## src/rtl/sfr_pkg.sv

```systemverilog
// shared types and constants for the stuffed frame receiver
package sfr_pkg;

   // framing and escape bytes, control base and reset address
   localparam logic [7:0] FLAG_BYTE = 8'h7E;
   localparam logic [7:0] ESC_BYTE  = 8'h7D;
   localparam logic [7:0] ESC_FLAG  = 8'h5E;
   localparam logic [7:0] ESC_ESC   = 8'h5D;
   localparam logic [7:0] CTRL_INFO = 8'h00;
   localparam logic [7:0] ADDR_RESET = 8'h03;

   // payload length limit and counter width
   localparam int COUNT_W = 12;
   localparam logic [COUNT_W-1:0] MAX_PAYLOAD = COUNT_W'(1024);

   // receive hunt states
   typedef enum logic [2:0] {
      HUNT_IDLE = 3'd0,
      HUNT_FLAG = 3'd1,
      HUNT_ADDR = 3'd2,
      HUNT_CTRL = 3'd3,
      HUNT_DATA = 3'd4
   } hunt_state_type;

   // result kinds
   typedef enum logic [2:0] {
      KIND_PAYLOAD  = 3'd0,
      KIND_GOOD     = 3'd1,
      KIND_MISMATCH = 3'd2,
      KIND_BAD_ESC  = 3'd3,
      KIND_OVERFLOW = 3'd4
   } result_kind_type;

   // one result item
   typedef struct packed {
      result_kind_type result_kind;
      logic [7:0]      out_byte;
      logic            frame_sequence;
   } rsp_item_type;

endpackage

```

## src/rtl/sfr_deframer.sv

```systemverilog
// hunt state machine, destuffing and block check for one byte per cycle while byte_accept is high
module sfr_deframer import sfr_pkg::*; (
   input  logic         clock,
   input  logic         reset,
   input  logic         byte_accept,
   input  logic [7:0]   rx_byte,
   input  logic [7:0]   address_byte,
   output logic         result_valid,
   output rsp_item_type result_item
);

   hunt_state_type     state_ff, state_in;
   logic               seq_ff, seq_in;
   logic               esc_ff, esc_in;
   logic [7:0]         held_ff, held_in;
   logic               held_valid_ff, held_valid_in;
   logic [7:0]         xor_ff, xor_in;
   logic [COUNT_W-1:0] count_ff, count_in;

   // state registers
   always_ff @(posedge clock) begin
      if (reset) begin
         state_ff      <= HUNT_IDLE;
         seq_ff        <= 1'b0;
         esc_ff        <= 1'b0;
         held_ff       <= 8'h00;
         held_valid_ff <= 1'b0;
         xor_ff        <= 8'h00;
         count_ff      <= '0;
      end else if (byte_accept) begin
         state_ff      <= state_in;
         seq_ff        <= seq_in;
         esc_ff        <= esc_in;
         held_ff       <= held_in;
         held_valid_ff <= held_valid_in;
         xor_ff        <= xor_in;
         count_ff      <= count_in;
      end
   end

   // next state and result for the byte on the input
   always_comb begin
      logic [7:0] ctrl;
      logic [7:0] data;
      logic       have_data;
      ctrl          = CTRL_INFO | {1'b0, seq_ff, 6'b0};
      data          = rx_byte;
      have_data     = 1'b0;
      state_in      = state_ff;
      seq_in        = seq_ff;
      esc_in        = esc_ff;
      held_in       = held_ff;
      held_valid_in = held_valid_ff;
      xor_in        = xor_ff;
      count_in      = count_ff;
      result_valid  = 1'b0;
      result_item.result_kind    = KIND_PAYLOAD;
      result_item.out_byte       = 8'h00;
      result_item.frame_sequence = seq_ff;
      case (state_ff)
         HUNT_FLAG: begin
            if (rx_byte == address_byte)  state_in = HUNT_ADDR;
            else if (rx_byte == FLAG_BYTE) state_in = HUNT_FLAG;
            else                           state_in = HUNT_IDLE;
         end
         HUNT_ADDR: begin
            if (rx_byte == ctrl)           state_in = HUNT_CTRL;
            else if (rx_byte == FLAG_BYTE) state_in = HUNT_FLAG;
            else                           state_in = HUNT_IDLE;
         end
         HUNT_CTRL: begin
            if (rx_byte == (address_byte ^ ctrl)) begin
               state_in      = HUNT_DATA;
               esc_in        = 1'b0;
               held_in       = 8'h00;
               held_valid_in = 1'b0;
               xor_in        = 8'h00;
               count_in      = '0;
            end else if (rx_byte == FLAG_BYTE) begin
               state_in = HUNT_FLAG;
            end else begin
               state_in = HUNT_IDLE;
            end
         end
         HUNT_DATA: begin
            if (rx_byte == FLAG_BYTE) begin
               // closing flag: escape error, good check or mismatch
               state_in     = HUNT_FLAG;
               result_valid = 1'b1;
               if (esc_ff) begin
                  esc_in                  = 1'b0;
                  result_item.result_kind = KIND_BAD_ESC;
               end else if (held_valid_ff && held_ff == xor_ff) begin
                  seq_in                  = ~seq_ff;
                  result_item.result_kind = KIND_GOOD;
               end else begin
                  result_item.result_kind = KIND_MISMATCH;
               end
            end else if (esc_ff) begin
               // second byte of an escape pair
               esc_in = 1'b0;
               if (rx_byte == ESC_FLAG) begin
                  data      = FLAG_BYTE;
                  have_data = 1'b1;
               end else if (rx_byte == ESC_ESC) begin
                  data      = ESC_BYTE;
                  have_data = 1'b1;
               end else begin
                  state_in                = HUNT_IDLE;
                  result_valid            = 1'b1;
                  result_item.result_kind = KIND_BAD_ESC;
               end
            end else if (rx_byte == ESC_BYTE) begin
               esc_in = 1'b1;
            end else begin
               have_data = 1'b1;
            end
            // held byte goes out when a new one displaces it
            if (have_data) begin
               if (held_valid_ff) begin
                  result_valid = 1'b1;
                  if (count_ff >= MAX_PAYLOAD) begin
                     state_in                = HUNT_IDLE;
                     result_item.result_kind = KIND_OVERFLOW;
                  end else begin
                     xor_in               = xor_ff ^ held_ff;
                     count_in             = count_ff + COUNT_W'(1);
                     held_in              = data;
                     result_item.out_byte = held_ff;
                  end
               end else begin
                  held_in       = data;
                  held_valid_in = 1'b1;
               end
            end
         end
         default: begin
            if (rx_byte == FLAG_BYTE) state_in = HUNT_FLAG;
            else                      state_in = HUNT_IDLE;
         end
      endcase
   end

endmodule

```

## src/rtl/sfr_rsp_buffer.sv

```systemverilog
// result register with a skid stage so input keeps flowing while output stalls, until the skid stage fills
module sfr_rsp_buffer import sfr_pkg::*; (
   input  logic         clock,
   input  logic         reset,
   input  logic         push,
   input  rsp_item_type push_item,
   output logic         has_space,
   output logic         rsp_valid,
   input  logic         rsp_ready,
   output rsp_item_type rsp_item
);

   logic         out_valid_ff, out_valid_in;
   logic         skid_valid_ff, skid_valid_in;
   rsp_item_type out_item_ff, out_item_in;
   rsp_item_type skid_item_ff, skid_item_in;
   logic         pop;

   assign pop       = out_valid_ff & rsp_ready;
   assign has_space = ~skid_valid_ff;
   assign rsp_valid = out_valid_ff;
   assign rsp_item  = out_item_ff;

   // next contents of output and skid stages
   always_comb begin
      out_valid_in  = out_valid_ff;
      skid_valid_in = skid_valid_ff;
      out_item_in   = out_item_ff;
      skid_item_in  = skid_item_ff;
      if (skid_valid_ff) begin
         if (pop) begin
            out_item_in   = skid_item_ff;
            skid_valid_in = 1'b0;
         end
      end else if (push) begin
         if (!out_valid_ff || pop) begin
            out_item_in  = push_item;
            out_valid_in = 1'b1;
         end else begin
            skid_item_in  = push_item;
            skid_valid_in = 1'b1;
         end
      end else if (pop) begin
         out_valid_in = 1'b0;
      end
   end

   // control flags
   always_ff @(posedge clock) begin
      if (reset) begin
         out_valid_ff  <= 1'b0;
         skid_valid_ff <= 1'b0;
      end else begin
         out_valid_ff  <= out_valid_in;
         skid_valid_ff <= skid_valid_in;
      end
   end

   // payload stages
   always_ff @(posedge clock) begin
      out_item_ff  <= out_item_in;
      skid_item_ff <= skid_item_in;
   end

endmodule

```

## src/rtl/stuffed_frame_receiver.sv

```systemverilog
// top level: byte-stuffed frame receiver with xor block check
// output: result items are registered in the result or skid stage before rsp_tvalid
// throughput: one byte per cycle; req_tready drops only when both the result
//   register and the skid stage hold items
// reset: clears hunt state, sequence bit, escape flag, held byte, xor and count,
//   empties the result stages and sets the address register to 0x03
module stuffed_frame_receiver import sfr_pkg::*; (
   input  logic        clock,
   input  logic        reset,
   input  logic        csr_wr_en,
   input  logic [7:0]  csr_wr_data,  // address_byte
   input  logic        req_tvalid,
   output logic        req_tready,
   input  logic [7:0]  req_tdata,    // [7:0] rx_byte
   output logic        rsp_tvalid,
   input  logic        rsp_tready,
   output logic [15:0] rsp_tdata,    // [7:0] out_byte, [8] frame_sequence, [15:9] zero
   output logic [2:0]  rsp_tuser     // [2:0] result_kind
);

   logic [7:0]   address_ff;
   logic         byte_accept;
   logic         result_valid;
   rsp_item_type result_item;
   rsp_item_type rsp_item;
   logic         has_space;

   // address register
   always_ff @(posedge clock) begin
      if (reset) begin
         address_ff <= ADDR_RESET;
      end else if (csr_wr_en) begin
         address_ff <= csr_wr_data;
      end
   end

   assign req_tready  = has_space;
   assign byte_accept = req_tvalid & req_tready;

   sfr_deframer u_deframer (
      .clock        (clock),
      .reset        (reset),
      .byte_accept  (byte_accept),
      .rx_byte      (req_tdata),
      .address_byte (address_ff),
      .result_valid (result_valid),
      .result_item  (result_item)
   );

   sfr_rsp_buffer u_rsp_buffer (
      .clock     (clock),
      .reset     (reset),
      .push      (byte_accept & result_valid),
      .push_item (result_item),
      .has_space (has_space),
      .rsp_valid (rsp_tvalid),
      .rsp_ready (rsp_tready),
      .rsp_item  (rsp_item)
   );

   // pack result fields
   assign rsp_tdata = {7'b0, rsp_item.frame_sequence, rsp_item.out_byte};
   assign rsp_tuser = rsp_item.result_kind;

`ifndef SYNTH
   // a full skid stage implies the result register is occupied
   a_stall_has_item: assert property (@(posedge clock) disable iff (reset)
      !req_tready |-> rsp_tvalid)
      else $error("input stalled with no result item pending");

   // status items carry a zero byte
   a_status_zero_byte: assert property (@(posedge clock) disable iff (reset)
      rsp_tvalid && rsp_tuser != KIND_PAYLOAD |-> rsp_tdata[7:0] == 8'h00)
      else $error("status item with nonzero byte");

   // after reset the input side is open
   a_ready_after_reset: assert property (@(posedge clock)
      reset |=> req_tready)
      else $error("input not ready after reset");
`endif

endmodule

```

## config.mk

```make
export PLATFORM = sky130hd
export DESIGN_NAME = stuffed_frame_receiver
export DESIGN_NICKNAME = d
export VERILOG_FILES = /design/src/rtl/sfr_pkg.sv /design/src/rtl/sfr_deframer.sv /design/src/rtl/sfr_rsp_buffer.sv /design/src/rtl/stuffed_frame_receiver.sv
export SDC_FILE = /design/constraint.sdc
export NUM_CORES = 1
export LEC_CHECK = 0
export BUFFER_PORTS_ARGS = -buffer_cell sky130_fd_sc_hd__buf_2
export CAP_MARGIN = 15
export CORE_ASPECT_RATIO = 0.7
export CORE_MARGIN = 3
export CORE_UTILIZATION = 50
export CTS_BUF_LIST = sky130_fd_sc_hd__clkbuf_8
export DETAILED_ROUTE_END_ITERATION = 7
export PLACE_DENSITY = 0.7
export SYNTH_ARGS = -nofsm -noshare
export SYNTH_HDL_FRONTEND = slang
export SYNTH_SLANG_ARGS = --single-unit
```

## constraint.sdc

```tcl
create_clock -name clock -period 3.3 [get_ports clock]
set_input_delay 0 -clock clock [delete_from_list [all_inputs] [get_ports clock]]
set_output_delay 0 -clock clock [all_outputs]
set_load 0.02 [all_outputs]
```

[Word level (Yosys, flattened, before mapping)]
Index checks and enable logic that the tools add are counted.
Word-level totals
  register bits: 68
  logic and storage cells: 133
  input bits: 21
  output and inout port bits: 21
Cells by class
  reductions and logical operators: 15
  bitwise logic cells: 9
  order comparisons: 1
  muxes and demuxes: 72
  add/subtract/negate cells: 1
  equal/unequal tests: 19
Operator list (count)
  12-bit two-way mux: 8
  8-bit two-way mux: 12
  3-bit two-way mux: 15
  11-bit two-way mux: 3
  8-bit by 7-bit equality test with 1-bit output, second input constant: 4
  8-bit one-hot mux with 2 select lines: 2
  1-bit two-way mux: 26
  8-bit equality test: 3
  12-bit one-hot mux with 2 select lines: 1
  12-bit by 1-bit adder with 12-bit output, second input constant: 1
  12-bit by 11-bit greater-or-equal comparator with 1-bit output, second input constant: 1
  3-bit one-hot mux with 4 select lines: 1
  3-bit AND reduction: 4
  5-bit AND reduction: 2
  8-bit by 7-bit equality test with 1-bit output: 1
  2-bit nonzero test: 4
  8-bit by 7-bit bitwise XOR with 8-bit output: 1
  8-bit bitwise XOR: 1
  3-bit by 2-bit equality test with 1-bit output, second input constant: 2
  2-bit by 1-bit inequality test with 1-bit output, second input constant: 3
  2-bit inequality test, second input constant: 3
  6-bit AND reduction: 1
  2-bit two-way mux: 2
  1-bit NOT: 4
  other kinds (9): 12

[Logic depth before layout (Yosys ltp)]
  word-level depth: 12
  depth in mapped cells: 9
  gate-level depth less buffers: 6

[Hierarchy]
Synthesis repeated with hierarchy kept, for this count alone.
Second synthesis, totals
  cells, all modules: 342
  area total of the unflattened synthesis: 3669.8 µm²
Modules (own cells, without submodules)
  sfr_deframer: times used 1, seq. area each 680.7 µm², cells an instance 255, area each 2275.9 µm²
  sfr_rsp_buffer: times used 1, seq. area each 760.7 µm², cells an instance 51, area each 1032.2 µm²
  stuffed_frame_receiver: times used 1, seq. area each 160.2 µm², cells an instance 36, area each 361.6 µm²

[Worst setup path before layout]
Ideal clock, no wire load.
  kind: reg2reg
  start: register u_deframer.state_ff[0]
  end: register u_rsp_buffer.skid_item_ff[0] (netlist bit) (enable)
  arrival time: 1.889 ns
  library setup time: 0.396 ns
  stages on the path, launching flop included: 6
  buffers on the path: 0
  data required time: 2.904 ns
  clock period less this slack: 2.285 ns
  setup slack: 1.015 ns
  path through: dfxtp_1 -> nor2_1 -> nand2_1 -> nor2_2 -> nand2b_1 -> nor3_1
On the way
  cells in the longest elaborated chain, start to end: 4
Ends and longest elaborated chain
  start, declared: line sfr_deframer.sv:12  | hunt_state_type state_ff, state_in;
  start signal, assigned: line sfr_deframer.sv:31  | state_ff <= state_in;
  3-bit equality test: line sfr_deframer.sv:60  | case (state_ff)
  1-bit two-way mux: line sfr_deframer.sv:60
  1-bit AND: line stuffed_frame_receiver.sv:53  | .push (byte_accept & result_valid),
  3-bit AND reduction (no line)
  end signal, assigned: line sfr_rsp_buffer.sv:62  | skid_item_ff <= skid_item_in;
  end, declared: line sfr_rsp_buffer.sv:16  | rsp_item_type skid_item_ff, skid_item_in;
Every way passes these cells.
A chain may end at the register's enable or synchronous reset.

[Worst setup path in the final report]
  start: register u_deframer.state_ff[0]
  end: register u_deframer.count_ff[6]
On the way
  cells in the longest elaborated chain, start to end: 3
  elaborated cells between the ends (all ways): 9
  those cells by class: eq/ne: 6; mux: 1; reduce/logical: 2
Ends and longest elaborated chain
  3-bit equality test or 3-bit by 2-bit equality test with 1-bit output (tied branches): line sfr_deframer.sv:60
  2-bit by 1-bit inequality test with 1-bit output (no line), or another cell as far along
  6-bit AND reduction (no line)
  end signal, assigned: line sfr_deframer.sv:37  | count_ff <= count_in;
  end, declared: line sfr_deframer.sv:18  | logic [COUNT_W-1:0] count_ff, count_in;
Several ways; a longest one is shown, not always the timed one.

==> reports/results.tsv <==
metric	value	unit
netlist_instances	324	
synth_top_family_by_area	simple AND/OR/NAND/NOR gates	
synth.top_cell.area_share	0.2644	
drive_gt1_frac	0.1947	
gp_congestion	0.8503	
arrival	2.63	ns
coreArea	6336	um2
finClkSkew	0.006401	ns
dpl.hpwl	5.245	mm
worstSetupPathType	register to register	
period_share	0.7118	
die_w	103.6	um
synth_xor_area_frac	0.06421	
wl_per_cell	15.79	um
p_per_area	453.3	nW/um2
firstDrtPassIters	5	
power_frac_comb	0.052	
clock_sinks	68	
drtIter0Drc	202	
rsz0062_at_grt	false	
synth-seq-cells	68	
path_cells	nor2_1, nand2_1, nor2_2, nor2_1, or4_1, a21oi_1	
ys_warn_count	0	
cts_buffer_depth	2	
cts_tree	built	
antenna_cells	0	
start_util	0.5259	
leakagePower	1.508	nW
cp_slowest_cell	or4_1	
synthArstFlopShare	0	
startpoint_type	register	
clock-root-buffer	clkbuf_8	
synth_cell_types	54	
grt_pass1_wl	12.33	mm
portBuffers	34	
power.net_switching	367.7	uW
max_freq	0.4257	GHz
fill_cells	533	
power_frac_clock	0.457	
path_buf_inv	0	
cp_top_family	simple AND/OR/NAND/NOR gates	
worstSkewPairLatency	0.34	ns
synth-main-ff-cell	dfxtp_1	
viasPerCell	5.571	
maxSlewHeadroom	0.5581	
drt_wl_total	7.357	mm
synth-compound-area-share	0.1495	
p_seq_frac	0.491	
grt-ovfl-total	0	
setup_viol	0	
synth_simple_gate_area_frac	0.1859	
die_area	7695	um2
yosysSeqAreaShare	0.4807	
critPathMaxFanout	15	
worstPathRequired	3.58	ns
grt_pass1_vias	2500	
syn_to_final_growth	17.39	%
drc	0	
chipHeight	74.30	um
cts.htree.levels	3	
slowest_delay	0.55	ns
synth_top_cell_by_area	dfxtp_1	
drv_cap	0	
syn_avg_cell_area	10.28	um2
p_sw_frac	0.2074	
ir_drop	0.2322	mV
tightest_slew	0.6605	ns
clkSlewWorstSetupHoldPaths	0.07	ns
cts_resized	0	
p_int	1.405	mW
syn_area	3332	um2
holdWs	0.04015	ns
synth_adder_area_share	0.003755	
cts_buffers	9	
min_period	2.349	ns
slew_viol_final	0	
synth_mux_area_frac	0.06421	
drtAntennaViolNets	0	
rows	24	
hold_class	input port to register	
cpMostUsedCell	nor2_1	
grt_max_degree	27	
synth_edf_count	24	
grt_usage	0.2028	
io_pins	42	
tns	0	ns
dr_total_vias	2596	
outcome	complete, no violations	
finalNetCount	392	
ys_top_cells_by_area	dfxtp_1 26%, edfxtp_1 22%, a21oi_1 5.1%	
hold_viol	0	
cp-end-kind	register	
grt_antenna_before_repair	0	
-- per-stage QoR --
| step | cells | setup slack (ns) | power (mW) | util | area, um2 |
|---|---|---|---|---|---|
| after global placement | 436 | 1.161 | 0.9666 | 0.5577 | 3533 |
| final | 466 | 0.9511 | 1.773 | 0.6173 | 3911 |
| after detailed placement | 436 | 1.027 | 0.9679 | 0.5577 | 3533 |
| after floorplan | 330 | 1.015 | 0.9506 | - | 3354 |
| after global routing | 466 | 0.8427 | 1.843 | 0.6173 | 3911 |
| after CTS | 466 | 1.005 | 1.789 | 0.6173 | 3911 |
-- flip-flops by register name, summed over array words and instances (netlist names) --
signal / count
u_deframer.count_ff: 12
u_rsp_buffer.rsp_item: 12
u_rsp_buffer.skid_item_ff: 12
address_ff: 8
u_deframer.held_ff: 8
u_deframer.xor_ff: 8
u_deframer.state_ff: 3
u_deframer.esc_ff: 1
u_deframer.held_valid_ff: 1
u_deframer.seq_ff: 1
u_rsp_buffer.rsp_valid: 1
u_rsp_buffer.skid_valid_ff: 1
-- path summary, 6_finish.rpt --
path | endpoint | cells after the start | from | slack, ns
worst max register to register | u_deframer.count_ff[6]$_SDFFE_PP0P_ | 6 | u_deframer.state_ff[0]$_SDFFE_PP0P_ | 0.95
worst min-delay path | u_deframer.held_ff[1]$_SDFFE_PP0P_ | 2 | req_tdata[1] | 0.04
worst min register to register | u_deframer.count_ff[11]$_SDFFE_PP0P_ | 2 | u_deframer.count_ff[11]$_SDFFE_PP0P_ | 0.47
worst max-delay path | u_deframer.count_ff[6]$_SDFFE_PP0P_ | 6 | u_deframer.state_ff[0]$_SDFFE_PP0P_ | 0.95
-- synthesized netlist by cell type (2+ instances only) --
cell / count
a21o_1: 2
a21oi_1: 34
a22o_1: 8
a2bb2oi_1: 2
and2_1: 3
and3_1: 12
and4_1: 2
buf_2: 3
buf_4: 8
buf_6: 2
clkbuf_1: 10
dfxtp_1: 44
edfxtp_1: 24
inv_1: 8
mux2_2: 11
mux2i_1: 9
nand2_1: 16
nand3_1: 7
nand3b_1: 8
nand4_1: 6
nor2_1: 19
nor3_1: 7
nor4_1: 3
nor4_4: 2
o21ai_0: 14
o31ai_1: 6
or3_1: 5
or4_1: 5
xnor2_1: 9
xor2_1: 11
-- routing by layer --
metal / GRT usage / part of all wire
met3: 0.05811 / 0.068
met2: 0.3101 / 0.43
met1: 0.2795 / 0.49
met4: 0.07375 / 0.018
met5: 0 / 0
-- cell usage in the layout (no fill, tap or decap), types with 3 or more instances in the layout --
master          n
dlygate4sd3_1  14
and2_1          3
clkbuf_8        9
nor2_1         19
edfxtp_1       24
and3_1         12
a21oi_1        34
xnor2_1         9
nand2_1        16
xor2_1         11
o21ai_0        14
nand4_1         6
o31ai_1         6
or4_1           5
nand3b_1        8
nand3_1         7
inv_1           8
or3_1           5
conb_1          7
a22o_1          8
dfxtp_1        44
buf_2          34
nor3_1          7
nor4_1          3
mux2i_1         9
mux2_2         11
bufinv_16       3
buf_4           4
-- what timing repair did --
item,in CTS,in global routing
buffers inserted,0,0
hold buffers,14,0
endpoints found under the hold margin,15,0
-- area by class of cell --
type,instances,area [um2],share of cell area
tap,91,113.9,0.02911
multi-input combinational,230,1584,0.4050
clock buffer,9,123.9,0.03167
sequential,68,1602,0.4095
inverter,9,33.78,0.008637
timing repair buffer,52,340.3,0.08701
clock inverter,7,113.9,0.02911
-- power by group through the flow --
| stage | registers (mW) | logic, mW | clock network, mW |
|---|---|---|---|
| final | 0.871 | 0.0915 | 0.811 |
| after global routing | 0.871 | 0.101 | 0.871 |
| after CTS | 0.871 | 0.0904 | 0.828 |
| after detailed placement | 0.890 | 0.0779 | 0 |
| after global placement | 0.890 | 0.0770 | 0 |
| after floorplan | 0.889 | 0.0618 | 0 |
-- kinds of logic (layout without fill, tap and decap cells) --
logic type      Yosys count  in the layout
buf+inv                  32             77
other cells               1              7
fa+ha+maj                 1              1
compound gates           76             76
mux                      20             20
simple gates            104            104
flops                    68             68
xor+xnor                 22             22
-- worst register-to-register path, delay by kind of cell (launching register included) --
kind | cells | cell delay [ns]
AOI/OAI and AO/OA | 1 | 0.14
and+or+nand+nor | 5 | 1.79
DFF | 1 | 0.35
(Power assumes the default switching activity.)
